`config.mk`:
```
export PLATFORM = sky130hd
export DESIGN_NAME = interval_timing_rate_convert_top
export DESIGN_NICKNAME = d
export VERILOG_FILES = /design/src/sv/itrc_pkg.sv /design/src/sv/interval_timing_rate_convert_top.sv /design/src/sv/itrc_front.sv /design/src/sv/itrc_back.sv
export SDC_FILE = /design/constraint.sdc
export NUM_CORES = 2
export LEC_CHECK = 0
export BUFFER_PORTS_ARGS = -buffer_cell sky130_fd_sc_hd__buf_2
export CAP_MARGIN = 25
export CORE_MARGIN = 2
export CORE_UTILIZATION = 40
export CTS_CLUSTER_DIAMETER = 40
export CTS_CLUSTER_SIZE = 14
export DETAILED_ROUTE_END_ITERATION = 10
export HOLD_SLACK_MARGIN = 0.02
export PLACE_DENSITY = 0.54
export SYNTH_ARGS = -nofsm -noshare
export SYNTH_HDL_FRONTEND = slang
export SYNTH_HIERARCHICAL = 1
export SYNTH_SLANG_ARGS = --single-unit
```
`constraint.sdc`:
```
create_clock -name clock -period 14.5 [get_ports clock]
set_clock_uncertainty 0.05 [all_clocks]
set_input_delay 1.45 -clock clock [delete_from_list [all_inputs] [get_ports clock]]
set_output_delay 1.45 -clock clock [all_outputs]
set_load 0.1 [all_outputs]
```
`src/sv/itrc_pkg.sv`:
```
// Shared types and constants for the interval timing rate converter.
package itrc_pkg;

   localparam int WordW = 32;
   localparam int RateW = 20;
   localparam logic [RateW-1:0] DevRateReset = RateW'(48000);

   typedef struct packed {
      logic             ok;
      logic             same_rate;
      logic [WordW-1:0] len;
      logic [WordW-1:0] pos;
      logic [RateW-1:0] src;
      logic [RateW-1:0] dev;
   } job_type;

endpackage

```
`src/sv/interval_timing_rate_convert_top.sv`:
```
// Top level of the interval timing rate converter.
// Each item's interval length and position are rescaled from the source rate to the
// device rate with rounding, L*dev/src saturated to 32 bits, the position first reduced
// modulo the length and clamped below the result length. For a valid item one shared
// restoring divider does a 52-step modulo and two 52-step divisions, one bit per cycle,
// each division followed by a read-out of the quotient; the back end takes no new item
// until it has finished the last. An item that is invalid on arrival skips the divider
// and goes from the front register through the DONE state into the output register.
// A front register takes the next item while the back end works, and an output
// register holds a finished result while the receiver stalls.
module interval_timing_rate_convert_top
   import itrc_pkg::*;
(
   input  logic             clock,
   input  logic             reset,
   input  logic             req_valid,
   output logic             req_stall,
   input  logic             req_connected,
   input  logic             req_remote_valid,
   input  logic [WordW-1:0] req_remote_length,
   input  logic [WordW-1:0] req_remote_position,
   input  logic [RateW-1:0] req_source_rate,
   output logic             rsp_valid,
   input  logic             rsp_stall,
   output logic             rsp_valid_res,
   output logic [WordW-1:0] rsp_device_length,
   output logic [WordW-1:0] rsp_device_position,
   input  logic             csr_valid,
   output logic             csr_ready,
   input  logic [RateW-1:0] csr_device_rate
);
   logic [RateW-1:0] dev_rate_ff;
   logic             job_valid, job_stall;
   job_type          job;

   // The rate register is always writable.
   assign csr_ready = 1'b1;
   always_ff @(posedge clock) begin
      if (reset) begin
         dev_rate_ff <= DevRateReset;
      end else if (csr_valid) begin
         dev_rate_ff <= csr_device_rate;
      end
   end

   itrc_front u_front (
      .clock, .reset, .req_valid, .req_stall,
      .connected(req_connected), .remote_valid(req_remote_valid),
      .remote_length(req_remote_length), .remote_position(req_remote_position),
      .source_rate(req_source_rate), .dev_rate(dev_rate_ff),
      .job_valid, .job_stall, .job);

   itrc_back u_back (
      .clock, .reset, .job_valid, .job_stall, .job,
      .rsp_valid, .rsp_stall, .valid_res(rsp_valid_res),
      .device_length(rsp_device_length), .device_position(rsp_device_position));
endmodule

```
`src/sv/itrc_front.sv`:
```
// Front end: accepts items, checks validity and captures the rate.
module itrc_front
   import itrc_pkg::*;
(
   input  logic             clock,
   input  logic             reset,
   input  logic             req_valid,
   output logic             req_stall,
   input  logic             connected,
   input  logic             remote_valid,
   input  logic [WordW-1:0] remote_length,
   input  logic [WordW-1:0] remote_position,
   input  logic [RateW-1:0] source_rate,
   input  logic [RateW-1:0] dev_rate,
   output logic             job_valid,
   input  logic             job_stall,
   output job_type          job
);
   logic    full_ff, full_in;
   job_type job_ff, job_in;
   logic    take;

   assign req_stall = full_ff & job_stall;
   assign take      = req_valid & ~req_stall;

   always_comb begin
      job_in.ok = connected & remote_valid & (remote_length != '0) &
                  (source_rate != '0) & (dev_rate != '0);
      job_in.same_rate = (source_rate == dev_rate);
      job_in.len = remote_length;
      job_in.pos = remote_position;
      job_in.src = source_rate;
      job_in.dev = dev_rate;
      full_in = take | (full_ff & job_stall);
   end

   always_ff @(posedge clock) begin
      if (reset) begin
         full_ff <= 1'b0;
      end else begin
         full_ff <= full_in;
      end
      if (take) begin
         job_ff <= job_in;
      end
   end

   assign job_valid = full_ff;
   assign job       = job_ff;
endmodule

```
`src/sv/itrc_back.sv`:
```
// Back end: modulo, scaling and rounding divisions, clamp, output register.
module itrc_back
   import itrc_pkg::*;
(
   input  logic             clock,
   input  logic             reset,
   input  logic             job_valid,
   output logic             job_stall,
   input  job_type          job,
   output logic             rsp_valid,
   input  logic             rsp_stall,
   output logic             valid_res,
   output logic [WordW-1:0] device_length,
   output logic [WordW-1:0] device_position
);
   localparam int ProdW = WordW + RateW;
   localparam int CntW  = $clog2(ProdW + 1);

   typedef enum logic [2:0] {
      IDLE, MODL, SCLL, DIVL, SCLP, DIVP, DONE
   } state_type;

   state_type        state_ff;
   job_type          job_ff;
   logic [ProdW-1:0] num_ff;
   logic [ProdW:0]   rem_ff;
   logic [ProdW-1:0] quo_ff;
   logic [CntW-1:0]  cnt_ff;
   logic [WordW-1:0] pmod_ff;
   logic [WordW-1:0] dlen_ff;
   logic             out_v_ff, res_v_ff;
   logic [WordW-1:0] out_len_ff, out_pos_ff;

   logic [ProdW:0]   rem_sh;
   logic [ProdW:0]   dvs;
   logic             ge;
   logic [WordW-1:0] sat_q;
   logic [ProdW:0]   rem_in;
   logic [ProdW-1:0] quo_in;

   assign job_stall = (state_ff != IDLE);
   // One restoring step; divisor is the length for modulo, else the rate.
   assign dvs    = (state_ff == MODL) ? (ProdW+1)'(job_ff.len) : (ProdW+1)'(job_ff.src);
   assign rem_sh = {rem_ff[ProdW-1:0], num_ff[ProdW-1]};
   assign ge     = rem_sh >= dvs;
   assign rem_in = ge ? rem_sh - dvs : rem_sh;
   assign quo_in = {quo_ff[ProdW-2:0], ge};
   assign sat_q  = (quo_ff[ProdW-1:WordW] != '0) ? '1 : quo_ff[WordW-1:0];

   always_ff @(posedge clock) begin
      if (reset) begin
         state_ff <= IDLE;
         out_v_ff <= 1'b0;
      end else begin
         // In DONE the output register is refilled below when it frees up.
         if (rsp_valid & ~rsp_stall & (state_ff != DONE)) out_v_ff <= 1'b0;
         case (state_ff)
            IDLE: if (job_valid) begin
               job_ff <= job;
               if (!job.ok) begin
                  dlen_ff <= '0;
                  state_ff <= DONE;
               end else begin
                  num_ff <= ProdW'(job.pos);
                  rem_ff <= '0;
                  cnt_ff <= CntW'(ProdW);
                  state_ff <= MODL;
               end
            end
            MODL: begin
               rem_ff <= rem_in; num_ff <= num_ff << 1; cnt_ff <= cnt_ff - 1'b1;
               if (cnt_ff == CntW'(1)) begin
                  pmod_ff <= rem_in[WordW-1:0];
                  state_ff <= SCLL;
               end
            end
            SCLL: begin
               num_ff <= ProdW'(job_ff.len) * ProdW'(job_ff.dev) +
                         ProdW'(job_ff.src >> 1);
               rem_ff <= '0; quo_ff <= '0; cnt_ff <= CntW'(ProdW);
               state_ff <= DIVL;
            end
            DIVL: begin
               rem_ff <= rem_in; quo_ff <= quo_in;
               num_ff <= num_ff << 1; cnt_ff <= cnt_ff - 1'b1;
               if (cnt_ff == '0) begin
                  dlen_ff <= job_ff.same_rate ? job_ff.len : sat_q;
                  state_ff <= SCLP;
               end
            end
            SCLP: begin
               num_ff <= ProdW'(pmod_ff) * ProdW'(job_ff.dev) +
                         ProdW'(job_ff.src >> 1);
               rem_ff <= '0; quo_ff <= '0; cnt_ff <= CntW'(ProdW);
               state_ff <= DIVP;
            end
            DIVP: begin
               rem_ff <= rem_in; quo_ff <= quo_in;
               num_ff <= num_ff << 1; cnt_ff <= cnt_ff - 1'b1;
               if (cnt_ff == '0) begin
                  pmod_ff <= job_ff.same_rate ? pmod_ff : sat_q;
                  state_ff <= DONE;
               end
            end
            DONE: if (!out_v_ff || !rsp_stall) begin
               out_v_ff <= 1'b1;
               res_v_ff <= job_ff.ok & (dlen_ff != '0);
               out_len_ff <= (job_ff.ok & (dlen_ff != '0)) ? dlen_ff : '0;
               out_pos_ff <= ~(job_ff.ok & (dlen_ff != '0)) ? '0 :
                             (pmod_ff > dlen_ff - 1'b1) ? dlen_ff - 1'b1 : pmod_ff;
               state_ff <= IDLE;
            end
            default: state_ff <= IDLE;
         endcase
      end
   end

   assign rsp_valid       = out_v_ff;
   assign valid_res       = res_v_ff;
   assign device_length   = out_len_ff;
   assign device_position = out_pos_ff;

   a_pos_below: assert property (@(posedge clock) disable iff (reset)
      (rsp_valid & valid_res) |-> (device_position < device_length))
      else $error("position not below length");
   a_inv_zero: assert property (@(posedge clock) disable iff (reset)
      (rsp_valid & ~valid_res) |-> (device_length == '0 && device_position == '0))
      else $error("invalid result not zeroed");
   a_hold: assert property (@(posedge clock) disable iff (reset)
      $past(rsp_valid & rsp_stall) |-> (rsp_valid && $stable(device_length)))
      else $error("stalled result changed");
endmodule
```
==> results.md <==
- The worst hold path class is reg -> reg.
- The final cycle utilization of the critical path is 0.6247.
- The total number of nets in the final design is 8419.
- Across every metal layer, demand over resource in global routing totals 0.2580.
- Along the worst path, the maximum fanout reaches 47.
- Setup violations remaining at the end of the flow were counted as 0.
- The detailed-routing iteration count for the pre-antenna-repair pass is 8.
- The die covers 167700 um2.
- The final-report hold violation count is 0.
- The critical path is of the reg -> reg type.
- The most numerous cell type found on the critical path is fa_1.
- The core region is 163000 um2.
- The number of clock sinks seen by CTS is 496.
- The count of flip-flops with a built-in enable after synthesis is 471.
- The global placer's final weighted congestion is 0.9493.
- Synthesis inferred 496 register bits.
- Walking the worst path, the cells encountered are buf_4, nand2_1, fa_1, fa_1, fa_1, inv_1, fa_1, fa_1, fa_1, fa_1, ha_1, nand3_1, nor2_1, nand4_1, a31oi_1, nor4_1, o21a_1, o41ai_1, xor2_1, a22oi_1, o21ai_1.
- Buffers placed on the I/O ports in this run total 177.
- The average vias per placed instance is 5.377.
- In this run the clock root is driven by a clkbuf_16.
- Of the synthesized area, sequential elements account for 0.2226.
- The synthesized area divided by synthesized cell count is 9.674 um2.
- The detailed-route wire length is 211600 um.
- After synthesis the cells add up to 65780 um2.
- Setup repair after global routing left no endpoint under its margin.
- The flow ran to the end, and the final reports show no timing, DRC or antenna violations.
- The post-cts gate resize count is 0.
- The via count of the first global-routing pass came to 51.56k.
- The most used flip-flop cell after synthesis is edfxtp_1.
- The clock passes through at most 3 buffers.
- The tightest hold path in the finished design has a slack of 361.3 ps.
- The critical path startpoint category is a flop.
- In the final layout, the share of cells above drive strength 1 is 0.07172.
- Summed over all layers, the global routing overflow is 0.
- For this run, the share of the core covered by cells in the final layout is 0.4421.
- The post-detailed-route DRC marker count is 0.
- The routed design uses 95000 um of met2 wire.
- Entering global routing, the biggest net connects 66 pins.
- The number of DRC violations after detailed-routing iteration 0 is 4183.
- The worst slew slack as a fraction of its limit is 0.2465.
- The sum of negative setup slack is 0 ps.
- The layout-stage area growth over the synthesis result is 9.504%.
- Leaving out fill and tap cells, the most frequent cell in the layout is inv_1.
- For this run, asynchronously set or reset flops after synthesis account for 0.
- The worst setup path is captured at a flop.
- For this block, wires on met1 add up to 92860 um.
- For this run, the slowest stage of the critical path takes 920 ps.
- The post-detailed-route wirelength per cell is 23.45 um.
- Counting distinct cell types in the post-synthesis netlist gives 88.
- The family with the most delay on the worst path is adder cells.
- The total count of max-transition violations in the final report was 0.
- STA puts the critical path data required time at 14810 ps.
- The clock latency reported for the late side of the worst-skew pair is 730 ps.
- The clock slew seen by the registers of the worst setup and hold paths is 70 ps.
- In this run the remaining antenna-violating nets after routing total 0.
- The slew at the pin closest to its max-slew limit is 1130 ps.
- In this run the post-CTS setup repair buffer count came out at 0.
- Data on the critical path arrives at its endpoint at 9370 ps.
- The top achievable clock speed is 0.1104 GHz.
- The cts-stage hold buffer count is 0.
- The synthesized instance count is 6800.
- The cell type of the slowest stage on the worst timing path is o41ai_1.
- The library cells used most frequently in the layout, excluding fill and tap cells, are inv_1, fa_1, nand2_1.
- Across the run, the number of max-cap violations was 0.
- The net count after synthesis is 8440.
- From left edge to right edge, the die measures 409.5 um.
- Detailed placement ended at an HPWL of 159500 um.
- Summed over all nets, wire length on met3 after detailed routing comes to 17840 um.
- The starting density of the core is 0.4037.
- The highest layer touched by signal routing is met5.
- The count of warnings emitted by yosys is 6.
- The number of placement rows is 148.
- The time the final worst path needs with I/O delays and setup is 9059 ps.
- TritonCTS built the clock tree.
- The number of instances in the placed design is 8865.
- The initial antenna violation count is 11.
- The TritonCTS buffer count is 85.
- Together, buffers and inverters on the worst path number 2.
- The wire length of the first global-routing pass is 325900 um.
- The H-tree was split into 3 levels.
- The count of pins on the block boundary is 179.
- Detailed routing inserted a total of 48.51k vias.
- The die is 409.5 um tall.
- Leaving out filler cells and counting taps, the final layout contains 9022.
Yosys cell counts, types with 46 or more instances:
| cell type | instances | area share |
|---|---|---|
| inv_1 | 1182 | 0.067 |
| clkbuf_1 | 385 | 0.022 |
| o21ai_0 | 125 | 0.0095 |
| and2_1 | 649 | 0.062 |
| xnor2_1 | 97 | 0.013 |
| a211oi_1 | 46 | 0.0052 |
| edfxtp_1 | 471 | 0.22 |
| ha_1 | 418 | 0.080 |
| nor3_1 | 76 | 0.0058 |
| nand4_1 | 51 | 0.0049 |
| nor2_1 | 326 | 0.019 |
| fa_1 | 1111 | 0.34 |
| xor2_1 | 94 | 0.013 |
| nand3_1 | 47 | 0.0036 |
| a21oi_1 | 259 | 0.020 |
| a21o_1 | 67 | 0.0076 |
| nand2_1 | 895 | 0.051 |
through the flow:
stage          setup WS [ps]  instance area [um2]
3_3_place_gp            5827                68700
5_1_grt                 5300                72030
4_1_cts                 5657                71980
2_1_floorplan           6743                65780
3_5_place_dp            5694                69000
6_report                5441                72040
worst paths after layout:
check	from	endpoint	slack [ps]	depth (start not counted)
max	u_back/job_ff[12]	u_back/num_ff[36]	5440	21
min	u_front/job[16]	u_back/job_ff[16]	360	0
max reg2reg	u_back/job_ff[12]	u_back/num_ff[36]	5440	21
min reg2reg	u_front/job[16]	u_back/job_ff[16]	360	0
cell families (layout without fill, tap and decap cells):
| group | Yosys count | in the layout | share of synthesized area |
|---|---|---|---|
| adders and majority gates | 1529 | 1529 | 0.4176 |
| xor gates and xnor gates | 191 | 191 | 0.02543 |
| buffers and inverters | 1591 | 1637 | 0.09189 |
| AOI/OAI and AO/OA | 719 | 719 | 0.07024 |
| DFF | 496 | 496 | 0.2226 |
| muxes | 47 | 47 | 0.007228 |
| other | 1 | 2 | 0.00005701 |
| and+or+nand+nor | 2226 | 2226 | 0.1649 |
sequential cells by signal (all words and copies together), names as in the netlist, 3 cells and up:
name,count
u_back/job_ff,74
u_back/cnt_ff,6
dev_rate_ff,20
u_back/device_length,32
u_back/device_position,32
u_front/job,106
u_back/dlen_ff,32
u_back/num_ff,52
u_back/pmod_ff,32
u_back/rem_ff,52
u_back/quo_ff,52
u_back/state_ff,3
final cells by class:
class / count / area [um2]
Fill cell: 15860 / 90920
Antenna cell: 1 / 2.502
Clock buffer: 95 / 2200
Clock inverter: 59 / 778.2
Multi-Input combinational cell: 4713 / 45180
Timing Repair Buffer: 299 / 2062
Inverter: 1184 / 4444
Sequential cell: 496 / 14640
Tap cell: 2175 / 2721
per-layer routing:
layer | vias to the layer above | GRT usage
met5 | - | 0
met4 | 4 | 0.06694
met3 | 281 | 0.04785
met2 | 1916 | 0.4030
met1 | 24990 | 0.3687
li1 | 21330 | -
Power is not shown: default switching activity piles up to over one toggle a cycle in this logic, so the estimate is an artifact.
